==> src/hdl/ptwdc_pkg.sv <==
// Shared types and constants for the per-type window detection confirm core.
// Holds request/event payload structs, config register codes and sizing.
// No dependencies.
package ptwdc_pkg;

  // Sizing of the history store
  localparam int NUM_TYPES  = 16;
  localparam int MAX_WINDOW = 32;
  localparam int TYPE_AW    = (NUM_TYPES > 1) ? $clog2(NUM_TYPES) : 1;
  localparam int CNT_W      = $clog2(MAX_WINDOW + 1);

  // Field widths
  localparam int TYPE_W = 4;
  localparam int TIME_W = 63;
  localparam int CAM_W  = 8;
  localparam int CFG_W  = 6;
  localparam int CFG_IDX_W = 2;

  // Config register indexes
  localparam logic [CFG_IDX_W-1:0] CFG_ENABLE     = 2'd0;
  localparam logic [CFG_IDX_W-1:0] CFG_WINDOW_LEN = 2'd1;
  localparam logic [CFG_IDX_W-1:0] CFG_MIN_POS    = 2'd2;

  // Reset values of the config registers
  localparam logic [CFG_W-1:0] WINDOW_LEN_RST = 6'd3;
  localparam logic [CFG_W-1:0] MIN_POS_RST    = 6'd2;

  // Count saturation limit
  localparam logic [CFG_W-1:0] COUNT_SAT = 6'd63;

  // One detection request
  typedef struct packed {
    logic [TYPE_W-1:0] event_type;
    logic              detected;
    logic [TIME_W-1:0] mono_time_ns;
    logic [TIME_W-1:0] wall_time_ms;
    logic [CAM_W-1:0]  camera_number;
  } det_req_t;

  // One result request
  typedef struct packed {
    logic              confirmed;
    logic [CFG_W-1:0]  positive_count;
    logic [TYPE_W-1:0] out_type;
    logic [TIME_W-1:0] out_mono_ns;
    logic [TIME_W-1:0] out_real_ms;
    logic [CAM_W-1:0]  out_camera;
  } evt_t;

  // Result of one history update
  typedef struct packed {
    logic [MAX_WINDOW-1:0] hist;
    logic [CFG_W-1:0]      count;
    logic                  hit;
  } upd_t;

endpackage

==> src/hdl/ptwdc_update.sv <==
// History update for one type: shift in the new result, cut to the window,
// count positives and decide confirmation. Depends on ptwdc_pkg.
module ptwdc_update (
  input  logic [ptwdc_pkg::MAX_WINDOW-1:0] hist_in,
  input  logic                             detected,
  input  logic [ptwdc_pkg::CFG_W-1:0]      window_length,
  input  logic [ptwdc_pkg::CFG_W-1:0]      min_positives,
  output ptwdc_pkg::upd_t                  upd
);

  logic [ptwdc_pkg::CFG_W:0]        win;
  logic [ptwdc_pkg::CFG_W:0]        wl_ext;
  logic [ptwdc_pkg::CFG_W-1:0]      minp;
  logic [ptwdc_pkg::MAX_WINDOW-1:0] mask;
  logic [ptwdc_pkg::MAX_WINDOW-1:0] hist_new;
  logic [ptwdc_pkg::CNT_W-1:0]      raw_cnt;
  logic [ptwdc_pkg::CFG_W-1:0]      cnt;

  // Clamp window to 1..MAX_WINDOW and minimum to at least 1
  always_comb begin
    wl_ext = {1'b0, window_length};
    if (window_length == '0) begin
      win = (ptwdc_pkg::CFG_W + 1)'(1);
    end else if (wl_ext > (ptwdc_pkg::CFG_W + 1)'(ptwdc_pkg::MAX_WINDOW)) begin
      win = (ptwdc_pkg::CFG_W + 1)'(ptwdc_pkg::MAX_WINDOW);
    end else begin
      win = wl_ext;
    end
    minp = (min_positives == '0) ? ptwdc_pkg::CFG_W'(1) : min_positives;
  end

  // Build the window mask
  always_comb begin
    for (int i = 0; i < ptwdc_pkg::MAX_WINDOW; i++) begin
      mask[i] = ((ptwdc_pkg::CFG_W + 1)'(i) < win);
    end
  end

  // Shift in the newest result and count positives
  always_comb begin
    hist_new = ((hist_in << 1) | ptwdc_pkg::MAX_WINDOW'(detected)) & mask;
    raw_cnt  = ptwdc_pkg::CNT_W'($countones(hist_new));
    if (ptwdc_pkg::CFG_W'(raw_cnt) != ptwdc_pkg::COUNT_SAT &&
        raw_cnt > ptwdc_pkg::CNT_W'(ptwdc_pkg::COUNT_SAT)) begin
      cnt = ptwdc_pkg::COUNT_SAT;
    end else begin
      cnt = ptwdc_pkg::CFG_W'(raw_cnt);
    end
    upd.hist  = hist_new;
    upd.count = cnt;
    upd.hit   = detected && (cnt >= minp);
  end

endmodule

==> src/hdl/per_type_window_detection_confirm_core.sv <==
// Top level of the per-type window detection confirm core.
// Depends on ptwdc_pkg and ptwdc_update.
//
// Takes one detection request per clock while det_stall is low and
// returns exactly one result request for each; the request passes through
// the stage 1 registers and then the output register, which holds the
// result until the consumer takes it. The per-type history lives in a
// 16 x 32 synchronous RAM: the read is issued as the request is accepted,
// the updated history is written back as stage 1 advances, and a
// back-to-back request of the same type picks up the written value
// through a forwarding register. A valid bit per entry makes never-written
// histories read as empty, so no clearing pass runs after reset.
// Throughput is one request per clock while the consumer does not stall;
// the output register lets a new request enter while a result waits.
module per_type_window_detection_confirm_core (
  input  logic                               clk,
  input  logic                               rst,
  // Detection request channel
  input  logic                               det_valid,
  output logic                               det_stall,
  input  ptwdc_pkg::det_req_t                det,
  // Result request channel
  output logic                               evt_valid,
  input  logic                               evt_stall,
  output ptwdc_pkg::evt_t                    evt,
  // Config write port
  input  logic                               cfg_we,
  input  logic [ptwdc_pkg::CFG_IDX_W-1:0]    cfg_index,
  input  logic [ptwdc_pkg::CFG_W-1:0]        cfg_data
);

  // Config registers
  logic                         enable;
  logic [ptwdc_pkg::CFG_W-1:0]  window_length;
  logic [ptwdc_pkg::CFG_W-1:0]  min_positives;

  // History RAM and entry valid bits
  logic [ptwdc_pkg::MAX_WINDOW-1:0] hist_mem [ptwdc_pkg::NUM_TYPES];
  logic [ptwdc_pkg::MAX_WINDOW-1:0] rd_data;
  logic [ptwdc_pkg::NUM_TYPES-1:0]  hist_vld;

  // Stage 1 registers
  logic                             s1_valid;
  ptwdc_pkg::det_req_t              s1_req;
  logic                             s1_in_range;
  logic                             s1_vld_bit;
  logic                             s1_fwd;
  logic [ptwdc_pkg::MAX_WINDOW-1:0] fwd_hist;

  // Control
  logic                             det_accept;
  logic                             s1_advance;
  logic                             s1_active;
  logic                             wr_en;
  logic                             in_range;
  logic [ptwdc_pkg::TYPE_AW-1:0]    in_addr;
  logic [ptwdc_pkg::TYPE_AW-1:0]    s1_addr;
  logic [ptwdc_pkg::MAX_WINDOW-1:0] hist_cur;
  ptwdc_pkg::upd_t                  upd;
  ptwdc_pkg::evt_t                  evt_next;

  // Write config registers
  always_ff @(posedge clk) begin
    if (rst) begin
      enable        <= 1'b0;
      window_length <= ptwdc_pkg::WINDOW_LEN_RST;
      min_positives <= ptwdc_pkg::MIN_POS_RST;
    end else if (cfg_we) begin
      unique case (cfg_index)
        ptwdc_pkg::CFG_ENABLE:     enable        <= cfg_data[0];
        ptwdc_pkg::CFG_WINDOW_LEN: window_length <= cfg_data;
        ptwdc_pkg::CFG_MIN_POS:    min_positives <= cfg_data;
        default: ;
      endcase
    end
  end

  // Handshake and address decode
  always_comb begin
    s1_advance = s1_valid && (!evt_valid || !evt_stall);
    det_stall  = s1_valid && !s1_advance;
    det_accept = det_valid && !det_stall;
    in_range   = ({3'b000, det.event_type} < 7'(ptwdc_pkg::NUM_TYPES));
    in_addr    = ptwdc_pkg::TYPE_AW'(det.event_type);
    s1_addr    = ptwdc_pkg::TYPE_AW'(s1_req.event_type);
    s1_active  = enable && s1_in_range;
    wr_en      = s1_advance && s1_active;
  end

  // Read on accept, write back on stage 1 advance while enabled
  always_ff @(posedge clk) begin
    if (det_accept) begin
      rd_data <= hist_mem[in_addr];
    end
    if (wr_en) begin
      hist_mem[s1_addr] <= upd.hist;
    end
  end

  // Mark entries as written
  always_ff @(posedge clk) begin
    if (rst) begin
      hist_vld <= '0;
    end else if (wr_en) begin
      hist_vld[s1_addr] <= 1'b1;
    end
  end

  // Advance the request into stage 1 and capture forwarding
  always_ff @(posedge clk) begin
    if (rst) begin
      s1_valid <= 1'b0;
    end else if (det_accept) begin
      s1_valid <= 1'b1;
    end else if (s1_advance) begin
      s1_valid <= 1'b0;
    end
  end

  always_ff @(posedge clk) begin
    if (det_accept) begin
      s1_req      <= det;
      s1_in_range <= in_range;
      s1_vld_bit  <= hist_vld[in_addr];
      s1_fwd      <= wr_en && (s1_addr == in_addr);
      fwd_hist    <= upd.hist;
    end
  end

  // Select the current history: forwarded, stored, or empty
  always_comb begin
    if (s1_fwd) begin
      hist_cur = fwd_hist;
    end else if (s1_vld_bit) begin
      hist_cur = rd_data;
    end else begin
      hist_cur = '0;
    end
  end

  ptwdc_update u_update (
    .hist_in       (hist_cur),
    .detected      (s1_req.detected),
    .window_length (window_length),
    .min_positives (min_positives),
    .upd           (upd)
  );

  // Build the result
  always_comb begin
    evt_next = '0;
    if (s1_active) begin
      evt_next.positive_count = upd.count;
      if (upd.hit) begin
        evt_next.confirmed   = 1'b1;
        evt_next.out_type    = s1_req.event_type;
        evt_next.out_mono_ns = s1_req.mono_time_ns;
        evt_next.out_real_ms = s1_req.wall_time_ms;
        evt_next.out_camera  = s1_req.camera_number;
      end
    end
  end

  // Hold the result until taken
  always_ff @(posedge clk) begin
    if (rst) begin
      evt_valid <= 1'b0;
    end else if (s1_advance) begin
      evt_valid <= 1'b1;
    end else if (!evt_stall) begin
      evt_valid <= 1'b0;
    end
  end

  always_ff @(posedge clk) begin
    if (s1_advance) begin
      evt <= evt_next;
    end
  end

endmodule
==> config.mk <==
export PLATFORM = sky130hd
export DESIGN_NAME = per_type_window_detection_confirm_core
export DESIGN_NICKNAME = d
export VERILOG_FILES = /design/src/hdl/ptwdc_pkg.sv /design/src/hdl/ptwdc_update.sv /design/src/hdl/per_type_window_detection_confirm_core.sv
export SDC_FILE = /design/constraint.sdc
export NUM_CORES = 1
export LEC_CHECK = 0
export BUFFER_PORTS_ARGS = -buffer_cell sky130_fd_sc_hd__buf_4
export CAP_MARGIN = 25
export CORE_UTILIZATION = 54
export DETAILED_ROUTE_END_ITERATION = 16
export GPL_TIMING_DRIVEN = 0
export PLACE_DENSITY = 0.78
export RECOVER_POWER = 25
export REMOVE_ABC_BUFFERS = 1
export SETUP_SLACK_MARGIN = 0.1
export SLEW_MARGIN = 0
export SYNTH_ARGS = -nofsm -noshare
export SYNTH_HDL_FRONTEND = slang
export SYNTH_HIERARCHICAL = 1
export SYNTH_SLANG_ARGS = --single-unit
==> constraint.sdc <==
create_clock -name clk -period 32.8 [get_ports clk]
set_input_delay 0 -clock clk [delete_from_list [all_inputs] [get_ports clk]]
set_output_delay 0 -clock clk [all_outputs]
set_load 0.02 [all_outputs]
==> results.toml <==
[critical_path]
r2r_setup_slack_ps = 23700
worst_path_largest_cell_delay_ps = 780
timing.critical_path.required_ps = 33180
rr_worst_depth = 27
critPathMostFrequentCell = "fa_1"
cp_num_buf_inv = 8
crit-reg2reg-launch = "s1_fwd"
critical_path_capture_point = "evt[134]"
r2r_end = "evt[134]"
path_delay_family = "adder cells"
setup.worst_path.end_class = "flip-flop"
setup.worst_path.class = "flip-flop to flip-flop"
critical_path.max_fanout = 53
cell_with_the_biggest_individual_delay_on_the_critical_path = "nor2b_2"
startpoint_type = "flip-flop"
logic_depth_of_the_worst_setup_path_including_buffers = 27
cp-startpoint = "s1_fwd"
arrival_ps = 9490

[final_layout]
post_route_cells_drive_above_1_share = 0.2065
finish.net_count = 2342
fraction_of_the_core_area_covered_by_cells_at_the_end_of_the_flow = 0.6683
areaGrowthSynthToFinish_pct = 21.98

[drt]
post_drt_via_cell_ratio = 6.173
dr.first_iter.drc_count = 2295
drcViolationCount = 0
routed_wl_mm = 85.49
vias = 18512
antenna_left = 0
iteration_count_of_the_initial_detailed_routing_pass = 5
wl_per_cell_um = 28.51

[grt]
global_route_total_usage_across_every_layer = 0.2756
grt_start_max_net_pins = 93
grt_pass1_wl_mm = 125.4
first_global_vias = 19219
grt_antenna_before_repair = 5
globalRouteOverflowTotal = 0

[pwr]
cellLeakagePower_nw = 14.40
p_comb_frac = 0.070
cellInternalPower_mw = 1.848
p_switching_uw = 529.8
power.clock.fraction = 0.400
power.density_cell_area_nw_per_um2 = 58.84
swShare = 0.2228
total_power_consumption_mw = 2.378
peakVddDrop_uv = 43.59
seqPwrFrac = 0.530

[clock_tree]
cts_repair_resize_count = 0
htreeDepth = 3
cts_tree = "done"
cts_buffers = 86
cts.sinks = 875
clock-root-buffer = "clkbuf_16"
cts_hold_buffers = 152
clkTransAtPathRegs_ps = 70
cts_setup_buffers = 0
clkLatencyLatePin_ps = 640
cts_buffer_depth = 3

[floorplan]
die_height_um = 249.7
core.rowCount = 90
die_footprint_um2 = 62350
core-area_um2 = 60470
ios = 299
floorplan.initialDensity = 0.5479
die_x_um = 249.7

[timing]
timing_hold_violations_final = 0
worst_clock_skew_ps = 32.74
final.min_clock_period_ps = 9102
whs_ps = 60.87
max_freq_ghz = 0.1099
worstMarginPinSlew_ps = 5975
final.setup.worst_slack_ps = 23700
final_max_slew_viol_count = 464
setup_total_negative_slack_ps = 0
maxSlewHeadroom = -2.984
setup_viol_count_final = 0
grt_setup_unrepaired = "false"
tcrit_tclk_final = 0.2775

[placement]
port_buffers = 298
place_worst_setup_slack_ps = 24040
gp_congestion = 0.8375
dp_hpwl_mm = 47.66

[synthesis]
synth.avg_cell_area_um2 = 19.88
synth_cell_area_um2 = 33130
post_synth_inst_count = 1667
number_of_synthesis_warnings = 6

[run_status]
failed_checks = "max-capacitance violations, max-slew violations"
status = "complete, but fails checks"

[min_path]
min-delay-path-class = "input pin to flip-flop"
hp-start = "cfg_index[0]"
worst_hold_depth = 3

[flow_run]
timing.max_cap.violations = 8
==> cell usage in the layout, fill, tap and decap left out, types with 4 or more instances in the layout <==
cell	n
buf_4	19
buf_16	14
buf_12	13
ha_1	13
clkbuf_1	179
mux4_2	128
and3_1	142
nor2b_1	6
dfxtp_1	31
buf_6	8
bufinv_16	6
o21ba_2	4
a21oi_1	17
clkbuf_16	87
a22oi_1	64
inv_1	51
dlygate4sd3_1	152
nor3_2	4
clkinv_1	18
edfxtp_1	844
diode_2	4
nand2_1	54
and2_1	14
a22o_1	30
nor2_1	39
nand2b_1	5
o21ai_0	14
clkbuf_4	124
nor2_4	13
fa_1	24
o21a_1	7
clkinv_2	15
xnor2_1	7
mux2i_1	9
==> metal layers <==
metal | wire length (µm) | up-vias | GRT usage
li1 | - | 7633 | -
met1 | 30250 | 9407 | 0.3410
met2 | 42790 | 1224 | 0.4579
met3 | 8329 | 246 | 0.06195
met4 | 4098 | 2 | 0.1422
met5 | 17 | - | 0
==> worst min-delay path, cell delays in order <==
cell and delay (ps):
buf_4 90, nand3b_1 390, a211o_1 190
==> registers in the layout (all words and copies together), names as in the netlist <==
signal	cells
hist_vld	16
evt	145
rd_data	31
evt_valid	1
s1_addr	4
min_positives	6
s1_vld_bit	1
s1_fwd	1
s1_req	135
enable	1
fwd_hist	31
s1_valid	1
hist_mem	496
window_length	6
==> power groups by stage <==
stage / Sequential [mW] / Combinational [mW] / Clock [mW]
3_3_place_gp: 1.29 / 0.134 / 0
2_1_floorplan: 1.29 / 0.0625 / 0
5_1_grt: 1.26 / 0.175 / 1.00
6_report: 1.26 / 0.166 / 0.952
3_5_place_dp: 1.28 / 0.148 / 0
4_1_cts: 1.26 / 0.166 / 0.950
==> metrics by stage <==
stage          std cells  instance area (µm²)
2_1_floorplan       1567                32650
3_3_place_gp        2647                35870
3_5_place_dp        2694                36930
4_1_cts             2994                41110
5_1_grt             2999                40420
6_report            2999                40420
==> cell type report <==
type	instances	area, µm²
Inverter	52	196.4
Fill cell	3709	20060
Timing Repair Buffer	498	3995
Multi-Input combinational cell	640	6616
Clock inverter	46	420.4
Sequential cell	875	25960
Antenna cell	4	10.01
Clock buffer	102	2233
Tap cell	782	978.4
==> worst min-delay path by stage <==
stage / endpoint / slack [ps]
floorplan: enable / 70
finish: min_positives[1] / 60
global route: min_positives[1] / 90
global placement: s1_req[134] / 180
CTS: min_positives[1] / 30
detailed placement: s1_req[47] / 180
Power figures use the tool's default switching activity.
